### src/rtl/assert_macros.svh
// Assertion macros shared by the RTL modules.
`ifndef ASSERT_MACROS_SVH
`define ASSERT_MACROS_SVH

// Checked only while the block is out of reset.
`define RSQA_ASSERT(label, prop, msg) \
    label: assert property (@(posedge aclk) disable iff (!aresetn) prop) \
        else $error(msg);

// Checked at every clock edge, reset included.
`define RSQA_ASSERT_ALWAYS(label, prop, msg) \
    label: assert property (@(posedge aclk) prop) else $error(msg);

`endif

### src/rtl/rsqa_pkg.sv
package rsqa_pkg;

    localparam int unsigned TIME_W    = 64;
    localparam int unsigned GEN_W     = 32;
    localparam int unsigned RATE_W    = 32;
    localparam int unsigned SUM_W     = 64;
    localparam int unsigned COUNT_W   = 32;
    localparam int unsigned EXP_W     = 30;
    localparam int unsigned AVG_W     = 31;
    localparam int unsigned QUO_W     = 32;
    localparam int unsigned CFG_IDX_W = 1;
    localparam int unsigned CFG_DATA_W = 32;

    localparam logic [COUNT_W-1:0] COUNT_MAX = {COUNT_W{1'b1}};
    localparam logic [COUNT_W-1:0] MIN_SAMPLES_RESET = COUNT_W'(5);

    typedef enum logic [CFG_IDX_W-1:0] {
        CFG_EXPECTED_RATE = 1'b0,
        CFG_MIN_SAMPLES   = 1'b1
    } cfg_index_t;

    typedef enum logic [1:0] {
        HEALTH_OK         = 2'd0,
        HEALTH_FAIL       = 2'd1,
        HEALTH_UNRELIABLE = 2'd2
    } health_t;

    typedef enum logic [1:0] {
        ST_IDLE,
        ST_START,
        ST_DIVIDE,
        ST_JUDGE
    } state_t;

    typedef struct packed {
        logic [SUM_W-1:0]   rate_sum;
        logic [COUNT_W-1:0] good_count;
        logic [COUNT_W-1:0] bad_count;
    } acc_t;

endpackage

### src/rtl/rate_sample_qualifier_average_core.sv
// An accepted item first updates the running state; the bit-serial average divider
// then forms the average, and the judged result is loaded into the output register once that register is free.
// A new item is taken only after the previous one is through the divider and judge.
// A new item is taken while the previous result still waits in the output register.
// Reset (aresetn low, synchronous) clears the running state, counts and handshakes
// and loads expected_rate with 0 and min_samples with 5.
`include "assert_macros.svh"

module rate_sample_qualifier_average_core (
    input  logic                                   aclk,
    input  logic                                   aresetn,
    input  logic                                   cfg_wen,
    input  logic [rsqa_pkg::CFG_IDX_W-1:0]         cfg_index,
    input  logic [rsqa_pkg::CFG_DATA_W-1:0]        cfg_wdata,
    input  logic                                   s_valid,
    output logic                                   s_ready,
    input  logic                                   s_sample_valid,
    input  logic [rsqa_pkg::TIME_W-1:0]            s_acquired_time,
    input  logic [rsqa_pkg::GEN_W-1:0]             s_sample_generation,
    input  logic signed [rsqa_pkg::RATE_W-1:0]     s_rate_value,
    input  logic                                   s_rate_not_finite,
    output logic                                   m_valid,
    input  logic                                   m_ready,
    output logic [rsqa_pkg::AVG_W-1:0]             m_average_rate,
    output logic [1:0]                             m_health,
    output logic [rsqa_pkg::COUNT_W-1:0]           m_accepted_count,
    output logic [rsqa_pkg::COUNT_W-1:0]           m_rejected_count
);

    rsqa_pkg::state_t state_reg, state_next;

    logic [rsqa_pkg::EXP_W-1:0]   expected_rate_reg;
    logic [rsqa_pkg::COUNT_W-1:0] min_samples_reg;

    logic                         take;
    logic                         div_start;
    logic                         div_done;
    logic [rsqa_pkg::QUO_W-1:0]   quotient;
    rsqa_pkg::acc_t               acc;
    rsqa_pkg::health_t            health;
    logic                         out_free;
    logic                         out_load;

    logic                         m_valid_reg, m_valid_next;
    logic [rsqa_pkg::AVG_W-1:0]   average_reg;
    logic [1:0]                   health_reg;
    logic [rsqa_pkg::COUNT_W-1:0] accepted_reg, rejected_reg;

    always_ff @(posedge aclk) begin
        if (!aresetn) begin
            expected_rate_reg <= '0;
            min_samples_reg   <= rsqa_pkg::MIN_SAMPLES_RESET;
        end else if (cfg_wen) begin
            case (cfg_index)
                rsqa_pkg::CFG_EXPECTED_RATE: begin
                    expected_rate_reg <= cfg_wdata[rsqa_pkg::EXP_W-1:0];
                end
                rsqa_pkg::CFG_MIN_SAMPLES: begin
                    min_samples_reg <= cfg_wdata[rsqa_pkg::COUNT_W-1:0];
                end
                default: begin
                end
            endcase
        end
    end

    assign take     = s_valid && s_ready;
    assign out_free = !m_valid_reg || m_ready;

    rsqa_state u_state (
        .aclk                (aclk),
        .aresetn             (aresetn),
        .take_i              (take),
        .sample_valid_i      (s_sample_valid),
        .acquired_time_i     (s_acquired_time),
        .sample_generation_i (s_sample_generation),
        .rate_value_i        (s_rate_value),
        .rate_not_finite_i   (s_rate_not_finite),
        .expected_rate_i     (expected_rate_reg),
        .acc_o               (acc)
    );

    rsqa_div u_div (
        .aclk       (aclk),
        .aresetn    (aresetn),
        .start_i    (div_start),
        .dividend_i (acc.rate_sum),
        .divisor_i  (acc.good_count),
        .done_o     (div_done),
        .quotient_o (quotient)
    );

    rsqa_judge u_judge (
        .average_i       (quotient[rsqa_pkg::AVG_W-1:0]),
        .acc_i           (acc),
        .expected_rate_i (expected_rate_reg),
        .min_samples_i   (min_samples_reg),
        .health_o        (health)
    );

    always_comb begin
        state_next = state_reg;
        case (state_reg)
            rsqa_pkg::ST_IDLE: begin
                if (take) begin
                    state_next = rsqa_pkg::ST_START;
                end
            end
            rsqa_pkg::ST_START: begin
                state_next = rsqa_pkg::ST_DIVIDE;
            end
            rsqa_pkg::ST_DIVIDE: begin
                if (div_done) begin
                    state_next = rsqa_pkg::ST_JUDGE;
                end
            end
            rsqa_pkg::ST_JUDGE: begin
                if (out_free) begin
                    state_next = rsqa_pkg::ST_IDLE;
                end
            end
            default: begin
                state_next = rsqa_pkg::ST_IDLE;
            end
        endcase
    end

    always_comb begin
        s_ready   = 1'b0;
        div_start = 1'b0;
        out_load  = 1'b0;
        case (state_reg)
            rsqa_pkg::ST_IDLE: begin
                s_ready = 1'b1;
            end
            rsqa_pkg::ST_START: begin
                div_start = 1'b1;
            end
            rsqa_pkg::ST_DIVIDE: begin
            end
            rsqa_pkg::ST_JUDGE: begin
                out_load = out_free;
            end
            default: begin
            end
        endcase
    end

    always_comb begin
        m_valid_next = m_valid_reg;
        if (out_load) begin
            m_valid_next = 1'b1;
        end else if (m_ready) begin
            m_valid_next = 1'b0;
        end
    end

    always_ff @(posedge aclk) begin
        if (!aresetn) begin
            state_reg   <= rsqa_pkg::ST_IDLE;
            m_valid_reg <= 1'b0;
        end else begin
            state_reg   <= state_next;
            m_valid_reg <= m_valid_next;
        end
    end

    always_ff @(posedge aclk) begin
        if (out_load) begin
            average_reg  <= quotient[rsqa_pkg::AVG_W-1:0];
            health_reg   <= health;
            accepted_reg <= acc.good_count;
            rejected_reg <= acc.bad_count;
        end
    end

    assign m_valid          = m_valid_reg;
    assign m_average_rate   = average_reg;
    assign m_health         = health_reg;
    assign m_accepted_count = accepted_reg;
    assign m_rejected_count = rejected_reg;

    `RSQA_ASSERT(a_one_item_at_a_time, take |=> !s_ready, "second item taken while one is at work")
    `RSQA_ASSERT_ALWAYS(a_load_only_when_free, out_load |-> (!m_valid || m_ready), "result overwritten")

endmodule

### src/rtl/rsqa_state.sv
module rsqa_state (
    input  logic                                aclk,
    input  logic                                aresetn,
    input  logic                                take_i,
    input  logic                                sample_valid_i,
    input  logic [rsqa_pkg::TIME_W-1:0]         acquired_time_i,
    input  logic [rsqa_pkg::GEN_W-1:0]          sample_generation_i,
    input  logic signed [rsqa_pkg::RATE_W-1:0]  rate_value_i,
    input  logic                                rate_not_finite_i,
    input  logic [rsqa_pkg::EXP_W-1:0]          expected_rate_i,
    output rsqa_pkg::acc_t                      acc_o
);

    logic [rsqa_pkg::GEN_W-1:0]  generation_reg, generation_next;
    logic [rsqa_pkg::TIME_W-1:0] last_time_reg, last_time_next;
    rsqa_pkg::acc_t              acc_reg, acc_next;
    logic [rsqa_pkg::RATE_W-1:0] three_exp;
    logic [rsqa_pkg::RATE_W-1:0] raw;
    logic                        reject;

    assign three_exp = {2'b00, expected_rate_i} + {1'b0, expected_rate_i, 1'b0};
    assign raw = $unsigned(rate_value_i);
    assign reject = rate_not_finite_i || raw[rsqa_pkg::RATE_W-1] || (raw > three_exp);

    always_comb begin
        logic [rsqa_pkg::TIME_W-1:0] eff_last;
        generation_next = generation_reg;
        last_time_next  = last_time_reg;
        acc_next        = acc_reg;
        eff_last        = last_time_reg;
        if (take_i && sample_valid_i && (acquired_time_i != '0)) begin
            if (sample_generation_i != generation_reg) begin
                generation_next = sample_generation_i;
                last_time_next  = '0;
                acc_next        = '0;
                eff_last        = '0;
            end
            if (acquired_time_i > eff_last) begin
                last_time_next = acquired_time_i;
                if (eff_last != '0) begin
                    if (reject) begin
                        if (acc_next.bad_count != rsqa_pkg::COUNT_MAX) begin
                            acc_next.bad_count = acc_next.bad_count + 1'b1;
                        end
                    end else if (acc_next.good_count != rsqa_pkg::COUNT_MAX) begin
                        acc_next.rate_sum   = acc_next.rate_sum +
                                              {{(rsqa_pkg::SUM_W-rsqa_pkg::RATE_W){1'b0}}, raw};
                        acc_next.good_count = acc_next.good_count + 1'b1;
                    end
                end
            end
        end
    end

    always_ff @(posedge aclk) begin
        if (!aresetn) begin
            generation_reg <= '0;
            last_time_reg  <= '0;
            acc_reg        <= '0;
        end else begin
            generation_reg <= generation_next;
            last_time_reg  <= last_time_next;
            acc_reg        <= acc_next;
        end
    end

    assign acc_o = acc_reg;

endmodule

### src/rtl/rsqa_div.sv
`include "assert_macros.svh"

module rsqa_div (
    input  logic                             aclk,
    input  logic                             aresetn,
    input  logic                             start_i,
    input  logic [rsqa_pkg::SUM_W-1:0]       dividend_i,
    input  logic [rsqa_pkg::COUNT_W-1:0]     divisor_i,
    output logic                             done_o,
    output logic [rsqa_pkg::QUO_W-1:0]       quotient_o
);

    localparam int unsigned STEP_W = $clog2(rsqa_pkg::QUO_W);

    logic [rsqa_pkg::COUNT_W-1:0] rem_reg, rem_next;
    logic [rsqa_pkg::QUO_W-1:0]   quo_reg, quo_next;
    logic [rsqa_pkg::COUNT_W-1:0] divisor_reg, divisor_next;
    logic [STEP_W-1:0]            step_reg, step_next;
    logic                         busy_reg, busy_next;
    logic                         done_reg, done_next;
    logic                         zero_reg, zero_next;
    logic [rsqa_pkg::COUNT_W+1:0] diff;
    logic                         borrow;

    // The quotient of a sum of 31-bit rates by their count fits in 32 bits,
    // so the upper half of the dividend is already below the divisor.
    assign diff   = {1'b0, rem_reg, quo_reg[rsqa_pkg::QUO_W-1]} - {2'b00, divisor_reg};
    assign borrow = diff[rsqa_pkg::COUNT_W+1];

    always_comb begin
        rem_next     = rem_reg;
        quo_next     = quo_reg;
        divisor_next = divisor_reg;
        step_next    = step_reg;
        busy_next    = busy_reg;
        zero_next    = zero_reg;
        done_next    = 1'b0;
        if (start_i) begin
            rem_next     = dividend_i[rsqa_pkg::SUM_W-1:rsqa_pkg::QUO_W];
            quo_next     = dividend_i[rsqa_pkg::QUO_W-1:0];
            divisor_next = divisor_i;
            zero_next    = (divisor_i == '0);
            step_next    = '0;
            busy_next    = 1'b1;
        end else if (busy_reg) begin
            rem_next  = borrow ? {rem_reg[rsqa_pkg::COUNT_W-2:0], quo_reg[rsqa_pkg::QUO_W-1]}
                               : diff[rsqa_pkg::COUNT_W-1:0];
            quo_next  = {quo_reg[rsqa_pkg::QUO_W-2:0], ~borrow};
            step_next = step_reg + 1'b1;
            if (step_reg == STEP_W'(rsqa_pkg::QUO_W - 1)) begin
                busy_next = 1'b0;
                done_next = 1'b1;
            end
        end
    end

    always_ff @(posedge aclk) begin
        if (!aresetn) begin
            busy_reg <= 1'b0;
            done_reg <= 1'b0;
            step_reg <= '0;
        end else begin
            busy_reg <= busy_next;
            done_reg <= done_next;
            step_reg <= step_next;
        end
    end

    always_ff @(posedge aclk) begin
        rem_reg     <= rem_next;
        quo_reg     <= quo_next;
        divisor_reg <= divisor_next;
        zero_reg    <= zero_next;
    end

    assign done_o     = done_reg;
    assign quotient_o = zero_reg ? '0 : quo_reg;

    `RSQA_ASSERT(a_div_no_early_done, start_i |=> !done_o, "divider finished one cycle after start")
    `RSQA_ASSERT(a_div_done_after_busy, done_o |-> $past(busy_reg), "divider done without a run")

endmodule

### src/rtl/rsqa_judge.sv
module rsqa_judge (
    input  logic [rsqa_pkg::AVG_W-1:0]   average_i,
    input  rsqa_pkg::acc_t               acc_i,
    input  logic [rsqa_pkg::EXP_W-1:0]   expected_rate_i,
    input  logic [rsqa_pkg::COUNT_W-1:0] min_samples_i,
    output rsqa_pkg::health_t            health_o
);

    localparam int unsigned BAND_W = rsqa_pkg::AVG_W + 7;
    localparam int unsigned TOT_W  = rsqa_pkg::COUNT_W + 2;

    logic [BAND_W-1:0] avg_ext, exp_ext;
    logic [BAND_W-1:0] avg_x100, exp_x67, exp_x133;
    logic [TOT_W-1:0]  total, bad_x4;
    logic              unreliable, out_of_band;

    assign avg_ext  = BAND_W'(average_i);
    assign exp_ext  = BAND_W'(expected_rate_i);
    assign avg_x100 = (avg_ext << 6) + (avg_ext << 5) + (avg_ext << 2);
    assign exp_x67  = (exp_ext << 6) + (exp_ext << 1) + exp_ext;
    assign exp_x133 = (exp_ext << 7) + (exp_ext << 2) + exp_ext;

    assign total  = TOT_W'(acc_i.good_count) + TOT_W'(acc_i.bad_count);
    assign bad_x4 = {acc_i.bad_count, 2'b00};

    assign unreliable  = (total != '0) && (bad_x4 >= total);
    assign out_of_band = (avg_x100 < exp_x67) || (avg_x100 > exp_x133);

    always_comb begin
        if (unreliable) begin
            health_o = rsqa_pkg::HEALTH_UNRELIABLE;
        end else if ((acc_i.good_count < min_samples_i) || out_of_band) begin
            health_o = rsqa_pkg::HEALTH_FAIL;
        end else begin
            health_o = rsqa_pkg::HEALTH_OK;
        end
    end

endmodule
### config.mk
export PLATFORM = sky130hd
export DESIGN_NAME = rate_sample_qualifier_average_core
export DESIGN_NICKNAME = d
export VERILOG_FILES = /design/src/rtl/rsqa_pkg.sv /design/src/rtl/rate_sample_qualifier_average_core.sv /design/src/rtl/rsqa_state.sv /design/src/rtl/rsqa_div.sv /design/src/rtl/rsqa_judge.sv
export VERILOG_INCLUDE_DIRS = /design/src /design/src/rtl
export SDC_FILE = /design/constraint.sdc
export NUM_CORES = 2
export LEC_CHECK = 0
export ABC_CLOCK_PERIOD_IN_PS = 7200
export BUFFER_PORTS_ARGS = -buffer_cell sky130_fd_sc_hd__buf_2
export CELL_PAD_IN_SITES_DETAIL_PLACEMENT = 1
export CELL_PAD_IN_SITES_GLOBAL_PLACEMENT = 2
export CORE_ASPECT_RATIO = 1.25
export CORE_MARGIN = 5
export CORE_UTILIZATION = 39
export DETAILED_ROUTE_END_ITERATION = 8
export HOLD_SLACK_MARGIN = 0.08
export PLACE_DENSITY = 0.78
export SYNTH_ARGS = -nofsm -noshare
export SYNTH_HDL_FRONTEND = slang
export SYNTH_SLANG_ARGS = --single-unit
### constraint.sdc
create_clock -name aclk -period 7.2 [get_ports aclk]
set_clock_uncertainty 0.1 [all_clocks]
set_input_delay 0 -clock aclk [delete_from_list [all_inputs] [get_ports aclk]]
set_output_delay 0 -clock aclk [all_outputs]
set_load 0.01 [all_outputs]
* Yosys cells after proc, flatten, opt, wreduce, memory -nomap -nowiden
Cells that the tools add are included. W data, S select, Z words.
Operators by class: equality and inequality tests 10, add/sub/neg operators 13, bitwise gates (word level) 4, magnitude comparators 6, mux-type cells 31, reductions and logical operators 23
Operator list (count):
- $mux W128 | 4
- $mux W32 | 7
- $mux W64 | 3
- $mux W96 | 2
- $reduce_bool A64 Y1 | 2
- $add A38 B30 Y38 | 2
- $add A32 B1 Y32 const B | 2
- $add A64 B32 Y64 | 1
- $gt A64 B64 Y1 | 1
- $ne A32 B32 Y1 const B | 2
- $add A37 B32 Y38 | 1
- $add A37 B36 Y38 | 1
- $add A38 B33 Y38 | 1
- $gt A38 B38 Y1 | 1
- $lt A38 B38 Y1 | 1
- $add A36 B31 Y37 | 1
- $ge A34 B34 Y1 | 1
- $reduce_bool A34 Y1 | 1
- $sub A33 B32 Y34 | 1
- $add A32 B32 Y33 | 1
- $add A30 B31 Y32 | 1
- $gt A32 B32 Y1 | 1
- $logic_not A32 Y1 | 1
- $lt A32 B32 Y1 | 1
- 21 further kinds | 47
Storage, ports and cells: output and inout bits 99, input port bits 168, flip-flop bits (word level) 490

* Depth between registers and ports, before layout
depth after elaboration 11, gate-level depth with buffers 31, depth with buffers taken out 31

* Cells and area by module
From an unflattened synthesis, not the netlist that was laid out.
Second synthesis, totals: cells, all modules 4566, area, all modules 40029.6 um^2
By module, submodules not included:
- rsqa_state | area an instance 15947.8 um^2, instances 1, cells an instance 2031, sequential area each 4484.3 um^2
- rsqa_judge | area an instance 11944.0 um^2, instances 1, cells an instance 1529, sequential area each 0.0 um^2
- rsqa_div | area an instance 6729.0 um^2, instances 1, cells an instance 614, sequential area each 3052.9 um^2
- rate_sample_qualifier_average_core | area an instance 5408.9 um^2, instances 1, cells an instance 392, sequential area each 4214.0 um^2

* Least setup slack after synthesis
Ideal clock, no wire load.
path type register to register, from reg expected_rate_reg[1] (netlist name), to reg u_state.acc_reg, in the netlist u_state.acc_o[120], cell stages (with the launch flop) 25, period minus slack after synthesis 5919 ps, slack 1281 ps, required time 6981 ps, arrival time 5700 ps, path through dfxtp_1 > ha_1 > fa_1 > a211oi_1 > o21bai_1 > a21oi_1 > o21bai_1 > a21oi_1 > o211ai_1 > a31oi_1 > o21ai_0 > a21oi_1 > o311ai_0 > a21o_1 > xor2_1 > ha_1 > nand4_1 > or2_2 > nor4_1 > a31oi_1 > or3_1 > buf_4 > nor4_4 > nand4_1 > mux2i_1
On the way: cells in the longest elaborated chain, start to end 6
RTL lines:
- start, declared | line rate_sample_qualifier_average_core.sv:32 | logic [rsqa_pkg::EXP_W-1:0] expected_rate_reg;
- start signal, assigned | line rate_sample_qualifier_average_core.sv:56 | expected_rate_reg <= cfg_wdata[rsqa_pkg::EXP_W-1:0];
- $add A30 B31 Y32 | line rsqa_state.sv:21 | assign three_exp = {2'b00, expected_rate_i} + {1'b0, expected_rate_i, 1'b0};
- $gt A32 B32 Y1 | line rsqa_state.sv:23 | assign reject = rate_not_finite_i || raw[rsqa_pkg::RATE_W-1] || (raw > three_exp);
- $logic_or A1 B1 Y1 | line rsqa_state.sv:23
- $mux W96 | line rsqa_state.sv:41 | if (reject) begin
- $mux W128 | line rsqa_state.sv:40 | if (eff_last != '0) begin
- $mux W128 | line rsqa_state.sv:38 | if (acquired_time_i > eff_last) begin
- end signal, assigned | line rsqa_state.sv:63 | acc_reg <= acc_next;
- end, declared | line rsqa_state.sv:16 | rsqa_pkg::acc_t acc_reg, acc_next;
Every way passes these cells. A chain may end at the register's enable or synchronous reset.

* Final worst setup path
from reg expected_rate_reg[0] (netlist name), to reg u_state.acc_reg, in the netlist u_state.acc_o[121]
The elaborated chain is that of the path after synthesis.

==> parameters.txt <==
Parameter                              Value

Run status
  Run status ... finished, final reports clean

Worst hold path
  Hold endpoint ... min_samples_reg[28]
  Hold Path Depth ... 4
  Startpoint of the most critical hold path ... cfg_wdata[28]
  Hold WC Path Type ... input port to register

Timing
  RSZ-0062 raised after global routing ... false
  Final TNS setup ... 0 ps
  Pins over their slew limit ... 0
  Maximum operating frequency ... 0.148 GHz
  Final period util ... 0.936
  Worst-Margin Slew ... 1210 ps
  Final period demand of the worst path ... 6740 ps
  Max_slew headroom ... 0.193
  Endpoints failing hold ... 0
  Final Setup Violations ... 0

Final layout
  Share of post-route cells with drive strength above 1 ... 0.117
  Max FFs per register ... 128
  Non-filler instance count after layout ... 6240
  Summed area of non-filler cells in the final layout ... 46200 um^2
  Fillers ... 11.2k
  Area of combinational cells with multiple inputs ... 25000 um^2
  Number of nets in the final layout ... 5608
  Seq. cell area ... 11800 um^2
  Area added between synthesis and finish ... 22.1%

Pwr
  Total design power ... 10.2 mW
  Power Dens Cells ... 220 nW/um^2
  Leakage power of the design ... 20.5 nW
  Worst voltage drop across the vdd grid ... 0.213 mV

Clock tree
  Number of clock sinks ... 490
  Clock-pin slew on the worst setup and hold paths ... 70 ps
  Number of buffers created by CTS ... 57
  Master cell of the clock root buffer ... clkbuf_16
  Max Root-Sink Buffers ... 3
  Number of H-tree branching levels ... 2
  Worst-Skew Late Latency ... 670 ps
  Clock tree from TritonCTS ... done

Yosys
  Ys async rst share ... 0
  Number of different library cells in the post-synthesis netlist ... 89
  Post-synth top flop ... dfxtp_1
  Synth top area share ... 0.161
  Combined area of all synthesized cells ... 37800 um^2
  Yosys warns ... 0
  Most frequent cells after synthesis ... nand2_1, ha_1, a21oi_1
  Post-synthesis cell count ... 4296
  Number of synthesized flops with an enable pin ... 194
  Register bit total from synthesis ... 490
  Post-synthesis cell type with the largest combined area ... ha_1
  Leading cell type by number of instances after synthesis ... nand2_1
  Main area contributors after synthesis ... ha_1, dfxtp_1, edfxtp_1, nand2_1, a21oi_1
  Share of the yosys chip area belonging to registers ... 0.311
  Mapped Nets ... 5007
  Mean cell area of the mapped netlist ... 8.80 um^2

Critical path
  Worst EP required ... 7610 ps
  Worst Path Max Fanout ... 5
  Number of buffer and inverter stages on the critical path ... 2
  Arrival time at the worst endpoint ... 7150 ps
  Sort of element at the start of the critical path ... register
  Worst-case reg-to-reg path depth ... 25
  Kind of critical path ... register to register
  CP endpoint kind ... register
  R2r startpoint ... expected_rate_reg[0]
  Slowest cell delay on critical path ... 550 ps
  Category of cells accounting for the largest share of critical-path delay ... compound AO/OA/AOI/OAI gates
  Master of the slowest instance on the critical path ... nor3_1
  Reg-to-reg endpoint ... u_state.acc_o[121]
  Worst R2R Setup Slack ... 460 ps
  Cell occurring most often along the worst timing path ... a21oi_1

Run
  MaxCap Viol Count ... 0

Placement
  Placement-stage cell area ... 41100 um^2
  Routability Congestion ... 0.908
  Count of input and output buffers ... 266
  Post-placement cell count ... 5822
  Post-detail-place hpwl ... 109000 um

Route
  Number of routed nets with antenna violations ... 0
  Vias per cell ... 5.65
  Post-route DRC ... 0
  Avg WL per Cell ... 23.4 um
  Iteration count of the initial detailed-routing pass ... 5
  Count of routing violations after the opening detailed-route iteration ... 1649
  Routed via count ... 35.2k
  Routed wire length ... 146000 um

Die
  Initial standard-cell utilization of the core ... 0.393
  Area enclosed by the die boundary ... 103000 um^2
  IO Count ... 267
  Total core area ... 96100 um^2
  Vertical die dimension ... 358 um
  Count of standard-cell rows ... 127
  Horizontal die dimension ... 288 um

Global routing
  Initial antenna violation count ... 7
  Number of global-route vias before repair ... 37.5k
  Maximum number of pins on one net before global-route repair ... 142
  First-pass GRT wire length ... 221000 um
  Overall fraction of global-route tracks in use ... 0.274
  Residual overflow from global routing ... 0
through the flow:
stage,utilization,hold slack [ps],setup slack [ps]
floorplan,-,24.2,1280
global placement,0.427,160,415
detailed placement,0.427,168,261
CTS,0.480,80.0,231
global route,0.480,115,14.0
finish,0.480,105,461
cell families (layout without fill, tap and decap cells):
group	Yosys count	count (layout)	share of synthesized area
AO/OA/AOI/OAI	1069	1069	0.180
XOR/XNOR	321	321	0.0744
multiplexers	72	72	0.0209
buffers and inverters	303	952	0.0305
AND/OR/NAND/NOR	1498	1498	0.192
other	0	5	0
flip-flops	490	490	0.311
adder cells (fa/ha/maj)	543	543	0.191
power by group:
group | total (mW) | switching [mW] | internal [mW]
clock network | 3.11 | 1.39 | 1.72
registers | 3.71 | 0.248 | 3.46
logic | 3.36 | 1.94 | 1.42
total | 10.2 | 3.57 | 6.60
cell usage in the layout, fill, tap and decap left out, types with 50 or more instances in the layout:
cell type / synthesis / final
nand2_1: 523 / 522
ha_1: 485 / 484
a21oi_1: 359 / 359
nor2_1: 322 / 320
dlygate4sd3_1: 0 / 306
dfxtp_1: 296 / 295
buf_2: 7 / 266
a21o_1: 204 / 204
edfxtp_1: 194 / 194
inv_1: 175 / 175
o21ai_0: 174 / 174
xor2_1: 167 / 167
xnor2_1: 154 / 154
nand4_1: 108 / 108
nand3_1: 104 / 104
buf_4: 2 / 94
a22oi_1: 86 / 86
nor2b_1: 68 / 66
nor4_1: 68 / 66
fa_1: 58 / 58
clkbuf_16: 0 / 57
mux2_2: 56 / 56
and2_1: 54 / 54
nor3_1: 56 / 51
nand2b_1: 50 / 50
worst min-delay path, delay by kind of cell:
| family | cells | cell delay, ps |
|---|---|---|
| buf+inv | 2 | 690 |
| simple gates | 1 | 70 |
| compound gates | 1 | 60 |
worst max path at each step:
| stage | slack [ps] | start | depth (start not counted) | end |
|---|---|---|---|---|
| global placement | 420 | expected_rate_reg[0] | 25 | u_state.acc_o[23] |
| detailed placement | 260 | expected_rate_reg[5] | 31 | m_health[0] |
| CTS | 230 | expected_rate_reg[5] | 31 | m_health[0] |
| floorplan | 1280 | expected_rate_reg[1] | 24 | u_state.acc_o[120] |
| global route | 10 | expected_rate_reg[5] | 31 | m_health[0] |
| finish | 460 | expected_rate_reg[0] | 25 | u_state.acc_o[121] |
what timing repair did:
action,in CTS,in global routing
hold buffers,306,0
resized for setup,0,8
setup endpoints to repair,0,81
buffers inserted,0,0
hold endpoints to repair,216,0
metal layers:
layer | up-vias | part of all wire | GRT usage
met1 | 17400 | 0.39 | 0.299
li1 | 16800 | - | -
met4 | 0 | 0.053 | 0.124
met3 | 298 | 0.034 | 0.0310
met2 | 734 | 0.53 | 0.528
met5 | - | 0 | 0
final cells by class:
cell class / count / area share
Antenna cell: 5 / 0.000271
Clock buffer: 62 / 0.0317
Clock inverter: 45 / 0.0106
Inverter: 176 / 0.0145
Multi-Input combinational cell: 3503 / 0.542
Sequential cell: 490 / 0.255
Tap cell: 1290 / 0.0350
Timing Repair Buffer: 669 / 0.112
(Power assumes the default switching activity.)
